===== src/hw/rtl/lris_pkg.sv =====
// ----------------------------------------------------------------------------
// lris_pkg
// Shared types, sizes and the tanh table for the reservoir step unit.
// ----------------------------------------------------------------------------
`default_nettype none
package lris_pkg;
    localparam int NEURONS    = 64;
    localparam int INPUT_DIM  = 8;
    localparam int OUTPUT_DIM = 8;
    localparam int IN_COLS    = 1 + INPUT_DIM;
    localparam int OUT_COLS   = 1 + INPUT_DIM + NEURONS;
    localparam int NW         = $clog2(NEURONS);
    localparam int UW         = $clog2(INPUT_DIM) > 0 ? $clog2(INPUT_DIM) : 1;
    localparam int OW         = $clog2(OUTPUT_DIM) > 0 ? $clog2(OUTPUT_DIM) : 1;
    localparam int RW_DEPTH   = NEURONS * NEURONS;
    localparam int IW_DEPTH   = NEURONS * IN_COLS;
    localparam int OWT_DEPTH  = OUTPUT_DIM * OUT_COLS;
    localparam int RW_AW      = $clog2(RW_DEPTH);
    localparam int IW_AW      = $clog2(IW_DEPTH);
    localparam int OWT_AW     = $clog2(OWT_DEPTH);
    localparam int ACC_W      = 48;

    typedef enum logic [2:0] {
        ACT_WR_REC   = 3'd0,
        ACT_WR_IN    = 3'd1,
        ACT_WR_OUT   = 3'd2,
        ACT_ELEMENT  = 3'd3,
        ACT_CLEAR    = 3'd4
    } t_action;

    typedef struct packed {
        logic [2:0]         action;
        logic [5:0]         row;
        logic [6:0]         col;
        logic [2:0]         element_index;
        logic signed [15:0] value;
    } t_in_item;

    typedef struct packed {
        logic [2:0]         output_index;
        logic signed [15:0] output_value;
        logic               last_output;
    } t_out_item;

    // Phase of the datapath sequencer.
    typedef enum logic [3:0] {
        ST_IDLE, ST_CLEAR, ST_PRE, ST_PRE_END, ST_TANH, ST_LEAK, ST_LEAK_END,
        ST_COPY, ST_RO, ST_RO_END, ST_EMIT
    } t_state;

    typedef struct packed {
        logic          clr_acc;   // load bias into accumulator
        logic          mac;       // add product of current operands
        logic [1:0]    src;       // 0 input weight, 1 recurrent, 2 readout
        logic          pre_done;  // store rounded pre
        logic          tanh_go;
        logic          leak_go;
        logic          ro_done;
        logic          clr_x;
    } t_cmd;

    localparam logic [1:0] SRC_IN  = 2'd0;
    localparam logic [1:0] SRC_REC = 2'd1;
    localparam logic [1:0] SRC_OUT = 2'd2;

    function automatic logic signed [13:0] tanh_tab(input logic [5:0] i);
        logic signed [13:0] t;
        unique case (i)
            6'd0: t = 14'sd0;    6'd1: t = 14'sd1003; 6'd2: t = 14'sd1893;
            6'd3: t = 14'sd2602; 6'd4: t = 14'sd3119; 6'd5: t = 14'sd3475;
            6'd6: t = 14'sd3707; 6'd7: t = 14'sd3856; 6'd8: t = 14'sd3949;
            6'd9: t = 14'sd4006; 6'd10: t = 14'sd4041; 6'd11: t = 14'sd4062;
            6'd12: t = 14'sd4076; 6'd13: t = 14'sd4084; 6'd14: t = 14'sd4089;
            6'd15: t = 14'sd4091; 6'd16: t = 14'sd4093; 6'd17: t = 14'sd4094;
            6'd18: t = 14'sd4095; 6'd19: t = 14'sd4095;
            default: t = 14'sd4096;
        endcase
        return t;
    endfunction

    // Round half up from Q24.24 to Q4.12, then saturate to 16 bits.
    function automatic logic signed [15:0] rnd_sat(input logic signed [ACC_W-1:0] a);
        logic signed [ACC_W-1:0] s;
        logic signed [ACC_W-13:0] q;
        s = a + ACC_W'(2048);
        q = s[ACC_W-1:12];
        if (q > 32767) return 16'sh7fff;
        if (q < -32768) return 16'sh8000;
        return q[15:0];
    endfunction
endpackage
`default_nettype wire


===== src/hw/rtl/lris_ctrl.sv =====
// ----------------------------------------------------------------------------
// lris_ctrl
// Sequencer: steps through pre, tanh/leak, turnaround and readout phases.
// ----------------------------------------------------------------------------
`default_nettype none
module lris_ctrl import lris_pkg::*; (
    input  wire logic          i_clk,
    input  wire logic          i_rst_n,
    input  wire logic          i_start,
    input  wire logic          i_clear,
    input  wire logic          i_out_free,
    output logic               o_busy,
    output t_state             o_state,
    output logic [NW-1:0]      o_n,
    output logic [NW:0]        o_k,
    output t_cmd               o_cmd
);
    // pre: k runs 0..IN_COLS+NEURONS (fetches 0..IN_COLS+NEURONS-1); readout: 0..OUT_COLS
    localparam int PRE_LEN = IN_COLS + NEURONS;
    localparam int KW      = $clog2(PRE_LEN + 2) + 1;

    t_state r_state, n_state;
    logic [NW-1:0] r_n, n_n;
    logic [KW-1:0] r_k, n_k;
    t_cmd cmd;

    always_ff @(posedge i_clk) begin
        if (!i_rst_n) begin
            r_state <= ST_IDLE;
            r_n     <= '0;
            r_k     <= '0;
        end else begin
            r_state <= n_state;
            r_n     <= n_n;
            r_k     <= n_k;
        end
    end

    // The RAM read is registered: a MAC for fetch k happens at k+1.
    always_comb begin
        n_state = r_state;
        n_n     = r_n;
        n_k     = r_k;
        cmd     = '0;
        unique case (r_state)
            ST_IDLE: begin
                if (i_clear) begin
                    cmd.clr_x = 1'b1;
                end else if (i_start) begin
                    n_state = ST_PRE;
                    n_n     = '0;
                    n_k     = '0;
                end
            end
            ST_CLEAR: n_state = ST_IDLE;
            ST_PRE: begin
                cmd.src = (r_k < KW'(IN_COLS + 1)) ? SRC_IN : SRC_REC;
                if (r_k == KW'(1)) begin
                    cmd.clr_acc = 1'b1;
                end else if (r_k != '0) begin
                    cmd.mac = 1'b1;
                end
                n_k = r_k + 1'b1;
                if (r_k == KW'(PRE_LEN)) begin
                    n_state = ST_PRE_END;
                end
            end
            ST_PRE_END: begin
                cmd.pre_done = 1'b1;
                n_k = '0;
                if (r_n == NW'(NEURONS - 1)) begin
                    n_state = ST_TANH;
                    n_n     = '0;
                end else begin
                    n_n     = r_n + 1'b1;
                    n_state = ST_PRE;
                end
            end
            // Fetch pre and x of neuron n; they arrive in the next cycle.
            ST_TANH: begin
                n_state = ST_LEAK;
            end
            ST_LEAK: begin
                cmd.tanh_go = 1'b1;
                n_state = ST_LEAK_END;
            end
            ST_LEAK_END: begin
                cmd.leak_go = 1'b1;
                if (r_n == NW'(NEURONS - 1)) begin
                    n_state = ST_COPY;
                    n_n     = '0;
                end else begin
                    n_n     = r_n + 1'b1;
                    n_state = ST_TANH;
                end
            end
            // Turnaround cycle before the readout rows.
            ST_COPY: begin
                n_state = ST_RO;
                n_k     = '0;
            end
            ST_RO: begin
                cmd.src = SRC_OUT;
                if (r_k == KW'(1)) begin
                    cmd.clr_acc = 1'b1;
                end else if (r_k != '0) begin
                    cmd.mac = 1'b1;
                end
                n_k = r_k + 1'b1;
                if (r_k == KW'(OUT_COLS)) begin
                    n_state = ST_RO_END;
                end
            end
            ST_RO_END: begin
                if (i_out_free) begin
                    cmd.ro_done = 1'b1;
                    n_k = '0;
                    if (r_n == NW'(OUTPUT_DIM - 1)) begin
                        n_state = ST_IDLE;
                    end else begin
                        n_n     = r_n + 1'b1;
                        n_state = ST_RO;
                    end
                end
            end
            default: n_state = ST_IDLE;
        endcase
    end

    assign o_busy  = (r_state != ST_IDLE);
    assign o_state = r_state;
    assign o_n     = r_n;
    assign o_k     = (NW+1)'(r_k);
    assign o_cmd   = cmd;
endmodule
`default_nettype wire


===== config.mk =====
export PLATFORM = sky130hd
export DESIGN_NAME = lris_ctrl
export DESIGN_NICKNAME = d
export VERILOG_FILES = /design/src/hw/rtl/lris_pkg.sv /design/src/hw/rtl/lris_ctrl.sv
export SDC_FILE = /design/constraint.sdc
export NUM_CORES = 1
export LEC_CHECK = 0
export ABC_CLOCK_PERIOD_IN_PS = 1700
export BUFFER_PORTS_ARGS = -buffer_cell sky130_fd_sc_hd__buf_2
export CORE_MARGIN = 2
export CORE_UTILIZATION = 48
export CTS_CLUSTER_SIZE = 25
export DETAILED_ROUTE_END_ITERATION = 10
export PLACE_DENSITY = 0.85
export SLEW_MARGIN = 20
export SYNTH_ARGS = -nofsm -noshare
export SYNTH_HDL_FRONTEND = slang
export SYNTH_SLANG_ARGS = --single-unit

===== constraint.sdc =====
create_clock -name i_clk -period 1.7 [get_ports i_clk]
set_input_delay 0.425 -clock i_clk [delete_from_list [all_inputs] [get_ports i_clk]]
set_output_delay 0.425 -clock i_clk [all_outputs]
set_load 0.01 [all_outputs]

==> flow_summary.ini, run 1 <==
[setup_path]
critPathLaunchType = flop
cp_cell_sequence = or4_4, nor3_4, o21ai_1, and2_1, buf_2
r2r_setup_slack_ps = -100
end_kind = primary output
worstPathArrival_ps = 1670
cpPeakStageDelay_ps = 560
crit_slowest_cell = or4_4
crit_fanout = 2
path_class = flop to primary output
path_buf_inv = 1
cpLargestDelayFamily = simple AND/OR/NAND/NOR gates
cp.required_ps = 1270
rr_worst_depth = 5
r2r-end = o_n[4]
worstReg2RegStart = o_state[3]

[status]
failed_checks = setup timing
status = complete, but fails checks

[synth]
yosysUniqueCellTypes = 49
netlist_area_um2 = 1308
synthTopCellsByArea = dfxtp_1 28%, xnor2_1 4.7%, a21oi_1 4.6%
ys.flop_type = dfxtp_1
ys_seq_elements = 18
yosys_warnings = 0
syn_inst = 162
synth_top_area_share_pct = 27.56
yosysSeqAreaShare_pct = 27.56
synth.avg_cell_area_um2 = 8.071
synth_nets = 171
yosys.area.top_type = dfxtp_1
async_reset_ff_share_pct = 0
synth_common_cells = 18 x dfxtp_1, 13 x nor2_1, 12 x a21oi_1
yosysMostFrequentCell = dfxtp_1
synth_edf_count = 0

[timing]
max_slew.worst_pin.slew_ps = 513.8
rsz0062_at_grt = yes
layout_setup_ws_ps = -390.4
slew_viol_final = 0
period_share_pct = 123.0
clock.fmax_ghz = 0.4784
relSlewSlack_pct = 65.48
holdWs_ps = 466.8
finalSetupViolCount = 18
fin_worst_skew_ps = 2.249
final-hold-violation-count = 0
finalCriticalPeriod_ps = 2090

[global_routing]
grt_max_degree = 16
grt_pass1_vias = 1439
grt-ovfl-total = 0
grt_pass1_wl_um = 6382
antenna_found_initial = 0
grt_usage_pct = 25.12

[layout]
num-fill-cells = 147
area.growth.synth_to_final_pct = 62.30
fin_nets = 233
diodes = 0
final_area_um2 = 2122
instances_no_fill = 253
final_util_pct = 84.13
drive_gt1_share_pct = 60.09

[cts]
cts_made_buffers = 3
clk_pin_slew_ps = 100
clkSinkCount = 18
cts_hold_buf = 0
cts_tree = built
clock_latency_ps = 290
clock-root-buffer = clkbuf_4
htree_levels = 1
clock_path_buffers = 2

[placed_design]
dp.cells = 239
gp_congestion = 0.9996
hpwl_um = 2758
port_buffers = 31
placed_area_um2 = 1702

[power]
power_frac_clock_pct = 15.8
powerDensity_nw_per_um2 = 782.5
pwr-share-comb_pct = 54.2
p_seq_share_pct = 30.0
p_total_mw = 1.661
intPower_mw = 1.042
worst_ir_drop_vdd_v = 0.0007780
power.leakage_nw = 0.8729
p_switching_uw = 619.0
sw_frac_of_total_pct = 37.28

[routing]
drc_errors = 0
wl_um = 4378
drtAntennaViolNets = 0
vias = 1494
routedWlPerCell_um = 17.30
avgViaCountPerCell = 5.905
drt_iter0_drc = 40
drt-pass1-iter-count = 4

[floorplan]
start_util_pct = 51.84
die_x_um = 56.19
row_count = 18
coreArea_um2 = 2522
dieArea_um2 = 3157
die_height_um = 56.19
ios = 32

[min_path]
hold-path-endpoint = o_n[3]
hp-start = i_rst_n
hold_class = input port to flop
min_path_cells = 3

[flow_run]
drv_cap = 0
-- layout make-up --
class                      count  area, um^2  share of cell area, %
clock buffer                   4       36.28                  1.710
inverter                       7       28.78                  1.356
sequential                    18       379.1                  17.87
tap                           30       37.54                  1.769
timing repair buffer          73       555.5                  26.18
multi-input combinational    121        1085                  51.12
-- worst max-delay path by stage --
| stage | from | to | slack (ps) | cells after the start |
|---|---|---|---|---|
| 2_1_floorplan | o_n[1] | o_n[4] | -10 | 6 |
| 3_3_place_gp | r_k[4] | o_cmd[7] | -80 | 5 |
| 3_5_place_dp | o_state[3] | r_k[5] | -200 | 6 |
| 4_1_cts | r_k[4] | o_cmd[7] | -380 | 5 |
| 5_1_grt | r_k[4] | o_cmd[7] | -450 | 5 |
| 6_report | r_k[4] | o_cmd[7] | -390 | 5 |
-- metrics by stage --
step / setup slack [ps] / TNS (ps)
global placement: -77.19 / -792.1
detailed placement: -195.7 / -1980
finish: -390.4 / -1976
global route: -450.2 / -3561
CTS: -378.0 / -1595
floorplan: -14.65 / -14.65
-- sequential cells by signal, indices dropped and copies added (netlist names) --
| name | cells |
|---|---|
| r_k | 8 |
| o_n | 6 |
| o_state | 4 |
-- worst min-delay path: cells and delay by family --
kind	cells	cell delay, ps
AOI/OAI and AO/OA	1	80
buffers and inverters	1	130
and+or+nand+nor	1	80
-- kinds of logic after synthesis --
family          after synthesis  share of synthesized area (%)
xor+xnor                      8                          5.359
flops                        18                          27.56
buf+inv                      23                          9.666
fa+ha+maj                     4                          3.828
simple gates                 72                          31.58
mux                           2                          1.531
compound gates               35                          20.48
-- routing by layer --
layer / part of all wire (%) / track usage [%]
met1: 38 / 30.16
met2: 54 / 44.20
met3: 5.1 / 3.721
met4: 2.6 / 10.54
met5: 0 / 0
-- power by group through the flow --
stage	sequential (mW)	clock (mW)	combinational (mW)
floorplan	0.495	0	0.403
global placement	0.493	0	0.612
detailed placement	0.496	0	0.639
CTS	0.490	0.271	0.736
global route	0.501	0.288	0.958
finish	0.498	0.262	0.901
-- cells in the final DEF, fill, tap and decap left out, types with 4 or more instances in the layout --
cell type and n:
a21oi_1 6, a21oi_2 4, buf_2 27, buf_4 26
buf_6 20, dfxtp_1 11, dfxtp_4 4, inv_1 5
nand2_1 10, nand3_1 5, nor2_1 9, nor3_1 5
xnor2_1 6
-- repair_timing --
| item | CTS | global route |
|---|---|---|
| pin swaps | 13 | 21 |
| gates resized for setup | 28 | 43 |
| buffers inserted | 6 | 5 |
| hold endpoints to repair | 0 | 0 |
| setup endpoints to repair | 25 | 26 |
No activity file was read; power rests on OpenSTA's default activity.
==> run 2, diff against run 1 <==
--- a/config.mk
+++ b/config.mk
@@ -8,10 +8,11 @@
 export ABC_CLOCK_PERIOD_IN_PS = 1700
 export BUFFER_PORTS_ARGS = -buffer_cell sky130_fd_sc_hd__buf_2
 export CORE_MARGIN = 2
-export CORE_UTILIZATION = 48
+export CORE_UTILIZATION = 50
+export CTS_BUF_LIST = sky130_fd_sc_hd__clkbuf_2
 export CTS_CLUSTER_SIZE = 25
 export DETAILED_ROUTE_END_ITERATION = 10
-export PLACE_DENSITY = 0.85
+export PLACE_DENSITY = 0.87
 export SLEW_MARGIN = 20
 export SYNTH_ARGS = -nofsm -noshare
 export SYNTH_HDL_FRONTEND = slang
==> constraint.sdc (replaced) <==
create_clock -name i_clk -period 1.7 [get_ports i_clk]
set_input_delay 0.425 -clock i_clk [delete_from_list [all_inputs] [get_ports i_clk]]
set_output_delay 0.425 -clock i_clk [all_outputs]
set_load 0.02 [all_outputs]
==> run 2 against run 1 <==
The run still ends with setup timing left. Worst setup slack got worse by 94 ps. Cell area increased by 7.7%. Register-to-register slack got worse by 100 ps. Critical path depth unchanged. Non-clock buffer count increased by 8. Via count increased by 11%. Cell count increased by 3.2%. Routed wire length increased by 31%. Highest routed layer unchanged.
==> flow_summary.ini, run 2 (synthesis gave the netlist of run 1 again) <==
[status]
status = complete, but fails checks
failed_checks = setup timing

[min_path]
hp-start = i_rst_n
min_path_cells = 3
hold_class = input port to flop
hold-path-endpoint = o_n[3]

[routing]
wl_um = 5744
drt_iter0_drc = 69
avgViaCountPerCell = 6.379
vias = 1665
routedWlPerCell_um = 22.01
drt-pass1-iter-count = 4
drtAntennaViolNets = 0
drc_errors = 0

[global_routing]
grt_pass1_vias = 1485
antenna_found_initial = 0
grt_usage_pct = 34.69
grt-ovfl-total = 0
grt_pass1_wl_um = 7272
grt_max_degree = 16

[timing]
max_slew.worst_pin.slew_ps = 460.9
period_share_pct = 128.5
final-hold-violation-count = 0
rsz0062_at_grt = yes
clock.fmax_ghz = 0.4577
layout_setup_ws_ps = -484.7
slew_viol_final = 0
finalCriticalPeriod_ps = 2185
fin_worst_skew_ps = 16.79
relSlewSlack_pct = 69.24
finalSetupViolCount = 27
holdWs_ps = 418.1

[floorplan]
die_x_um = 55.14
dieArea_um2 = 3040
coreArea_um2 = 2477
start_util_pct = 52.78
row_count = 18
die_height_um = 55.14
ios = 32

[layout]
area.growth.synth_to_final_pct = 74.83
final_cell_mix = 35 x buf_4, 22 x buf_2, 22 x buf_6
final_util_pct = 92.27
largest_reg_flops = 8
final_common_cell = buf_4
drive_gt1_share_pct = 66.23
num-fill-cells = 94
diodes = 0
multiInputGateArea_um2 = 1162
regMostFlops = r_k
final-seq-area_um2 = 380.4
fin_nets = 241

[power]
worst_ir_drop_vdd_v = 0.0009387
power.leakage_nw = 0.9163
powerDensity_nw_per_um2 = 772.8
p_total_mw = 1.766

[setup_path]
crit_fanout = 2
rr_worst_depth = 7
worstReg2RegStart = r_k[1]
r2r-end = o_state[1]
path_class = flop to primary output
critPathLaunchType = flop
worstPathArrival_ps = 1760
r2r_setup_slack_ps = -200
end_kind = primary output
cp.required_ps = 1270

[placed_design]
gp_congestion = 0.8972
port_buffers = 31
place_ws_ps = -131.7
hpwl_um = 2687

[cts]
htree_levels = 1
cts_tree = built
clock-root-buffer = clkbuf_2
clkSinkCount = 18
clock_path_buffers = 2
clock_latency_ps = 330
clk_pin_slew_ps = 200
cts_hold_buf = 0
cts_made_buffers = 3

[flow_run]
drv_cap = 0
==> run 2: changes by cell type in the layout (fill, tap and decap cells not counted), moves of 3 or more <==
| cell | before | now |
|---|---|---|
| buf_2 | 27 | 22 |
| buf_4 | 26 | 35 |
| clkbuf_2 | 0 | 3 |
| clkbuf_4 | 3 | 0 |
| nor2_1 | 9 | 4 |
| nor2_4 | 1 | 6 |
==> run 2: layout make-up <==
cell class / count / share of cell area [%]
Timing Repair Buffer: 81 / 28.68
Multi-Input combinational cell: 121 / 50.85
Inverter: 7 / 1.368
Tap cell: 30 / 1.642
Clock buffer: 3 / 0.6568
Clock inverter: 1 / 0.1642
Sequential cell: 18 / 16.64
==> run 2: worst max-delay path, cell delays in order, from the launching register on <==
cell     delay, ps
dfxtp_2        360
or4_4          560
nor3_4         150
o21ai_1         90
and2_4         140
buf_6          120
==> run 2: where the power goes <==
group | total, mW | leakage (nW) | switching [mW] | internal (mW)
Sequential | 0.498 | 0.151 | 0.0481 | 0.450
Combinational | 1.07 | 0.752 | 0.548 | 0.517
Clock | 0.203 | 0.0140 | 0.152 | 0.0512
==> run 2: timing repair <==
action | in CTS | in global routing
pin swaps | 15 | 14
setup buffers | 16 | 7
resized for setup | 62 | 34
setup endpoints to repair | 22 | 27
==> run 2: routing by layer <==
layer / wire length (um) / GRT usage (%) / share of wire (%)
met1: 2123 / 36.15 / 37
met2: 2865 / 62.50 / 50
met3: 429 / 6.452 / 7.5
met4: 326 / 23.58 / 5.7
met5: 0 / 0 / 0
==> run 2: worst max-delay path by stage <==
stage / to / slack [ps] / startpoint / depth (start not counted)
CTS: o_cmd[7] / -430 / r_k[4] / 5
global placement: o_cmd[7] / -110 / r_k[7] / 5
detailed placement: o_cmd[7] / -130 / r_k[7] / 5
finish: o_cmd[7] / -480 / r_k[4] / 5
floorplan: o_n[4] / -40 / o_state[3] / 5
global route: o_cmd[5] / -520 / r_k[4] / 5
==> run 2: per-stage QoR <==
step,instances,setup TNS (ps),instance area [um^2]
after floorplan,162,-79.49,1388
after global placement,234,-187.4,1675
after detailed placement,234,-517.7,1675
after CTS,254,-2106,2085
after global routing,261,-6386,2286
final,261,-5089,2286
==> run 3, diff against run 2 <==
--- a/config.mk
+++ b/config.mk
@@ -17,3 +17,4 @@
 export SYNTH_ARGS = -nofsm -noshare
 export SYNTH_HDL_FRONTEND = slang
 export SYNTH_SLANG_ARGS = --single-unit
+export TNS_END_PERCENT = 50
==> run 3 against run 2 <==
The run still ends with setup timing left. Highest routed layer unchanged. Power down 9.9%. Fmax up 4.0%. Combinational power down 13%. Worst setup slack better by 84 ps. Via count down 11%. Sequential cell count unchanged. Critical path type unchanged.
==> flow_summary.ini, run 3 (synthesis gave the netlist of run 1 again) <==
[placed_design]
hpwl_um = 2600
placed_area_um2 = 1662
dp.cells = 233
place_ws_ps = -142.2
gp_congestion = 0.9096
port_buffers = 31

[cts]
clock_path_buffers = 2
cts_made_buffers = 3
clk_pin_slew_ps = 180
clock_latency_ps = 310
clkSinkCount = 18
cts_tree = built
clock-root-buffer = clkbuf_2
htree_levels = 1

[timing]
final-hold-violation-count = 0
rsz0062_at_grt = yes
timing.setup.tns_ps = -2612
max_slew.worst_pin.slew_ps = 449.3
finalCriticalPeriod_ps = 2101
period_share_pct = 123.6
slew_viol_final = 0
layout_setup_ws_ps = -401.1
fin_worst_skew_ps = 13.64
clock.fmax_ghz = 0.4759
finalSetupViolCount = 26
holdWs_ps = 391.3
relSlewSlack_pct = 69.27

[routing]
drt-pass1-iter-count = 4
drc_errors = 0
drt_iter0_drc = 67
drtAntennaViolNets = 0
vias = 1488
routedWlPerCell_um = 16.88
wl_um = 4287
avgViaCountPerCell = 5.858

[layout]
final_util_pct = 82.78
final_common_cell = buf_4
drive_gt1_share_pct = 55.36
fin_nets = 234
area.growth.synth_to_final_pct = 56.84
largest_reg_flops = 8
final_cell_mix = 34 x buf_4, 22 x buf_2, 15 x buf_6
diodes = 0
regMostFlops = r_k
instances_no_fill = 254
num-fill-cells = 157
final_area_um2 = 2051

[setup_path]
worstPathArrival_ps = 1680
crit_slowest_cell = or4_4
critPathLaunchType = flop
cp.required_ps = 1270
cp_cell_sequence = or4_4, nor3_4, o21ai_1, and2_4, buf_6
crit_fanout = 2
path_class = flop to primary output
end_kind = primary output
cpPeakStageDelay_ps = 550

[floorplan]
dieArea_um2 = 3040
ios = 32
row_count = 18
die_x_um = 55.14
start_util_pct = 52.78
coreArea_um2 = 2477
die_height_um = 55.14

[power]
worst_ir_drop_vdd_v = 0.0009210
p_total_mw = 1.592
power.leakage_nw = 0.8526
powerDensity_nw_per_um2 = 776.5

[flow_run]
drv_cap = 0

[global_routing]
antenna_found_initial = 0
grt_max_degree = 12
grt-ovfl-total = 0
grt_pass1_vias = 1426
grt_usage_pct = 28.69
grt_pass1_wl_um = 6182

[status]
status = complete, but fails checks
failed_checks = setup timing

[min_path]
hold_class = input port to flop
==> run 3: changes by cell type in the layout (fill, tap and decap cells not counted), sizes merged <==
| cell | before | now |
|---|---|---|
| buf | 81 | 74 |
==> run 3: report_power, final <==
part / leakage (nW) / internal [mW] / switching [mW]
registers: 0.151 / 0.447 / 0.0272
clock network: 0.0140 / 0.0511 / 0.133
logic: 0.688 / 0.470 / 0.463
total: 0.853 / 0.968 / 0.624
==> run 3: worst paths after layout <==
| kind | startpoint | end | cells past startpoint | slack [ps] |
|---|---|---|---|---|
| worst max-delay path | r_k[7] | o_cmd[7] | 5 | -400 |
| worst min-delay path | i_rst_n | o_n[5] | 3 | 390 |
| worst max register to register | o_state[3] | o_n[0] | 7 | -150 |
| worst min register to register | o_n[2] | o_n[2] | 2 | 590 |
==> run 3: routing by layer <==
layer	share of wire (%)	track usage, %
met1	39	30.63
met5	0	0
met3	5.0	3.763
met2	54	55.56
met4	2.0	12.20
==> run 3: layout make-up <==
class / count / area (um^2) / share of cell area [%]
Clock buffer: 3 / 15.01 / 0.7322
Clock inverter: 1 / 3.754 / 0.1830
Inverter: 7 / 26.28 / 1.281
Multi-Input combinational cell: 121 / 996.0 / 48.57
Sequential cell: 18 / 382.9 / 18.67
Tap cell: 30 / 37.54 / 1.830
Timing Repair Buffer: 74 / 589.3 / 28.74
==> run 3: what timing repair did <==
action,4_1_cts,5_1_grt
endpoints found under the setup margin,23,26
pin swaps,14,10
gates resized for setup,31,30
hold buffers,0,0
buffers inserted,12,5
==> run 3: critical path: cells and delay by family, from the launching register on <==
family	cells	cell delay [ps]
AO/OA/AOI/OAI	1	90
buffers and inverters	1	120
flip-flops	1	350
AND/OR/NAND/NOR	3	820
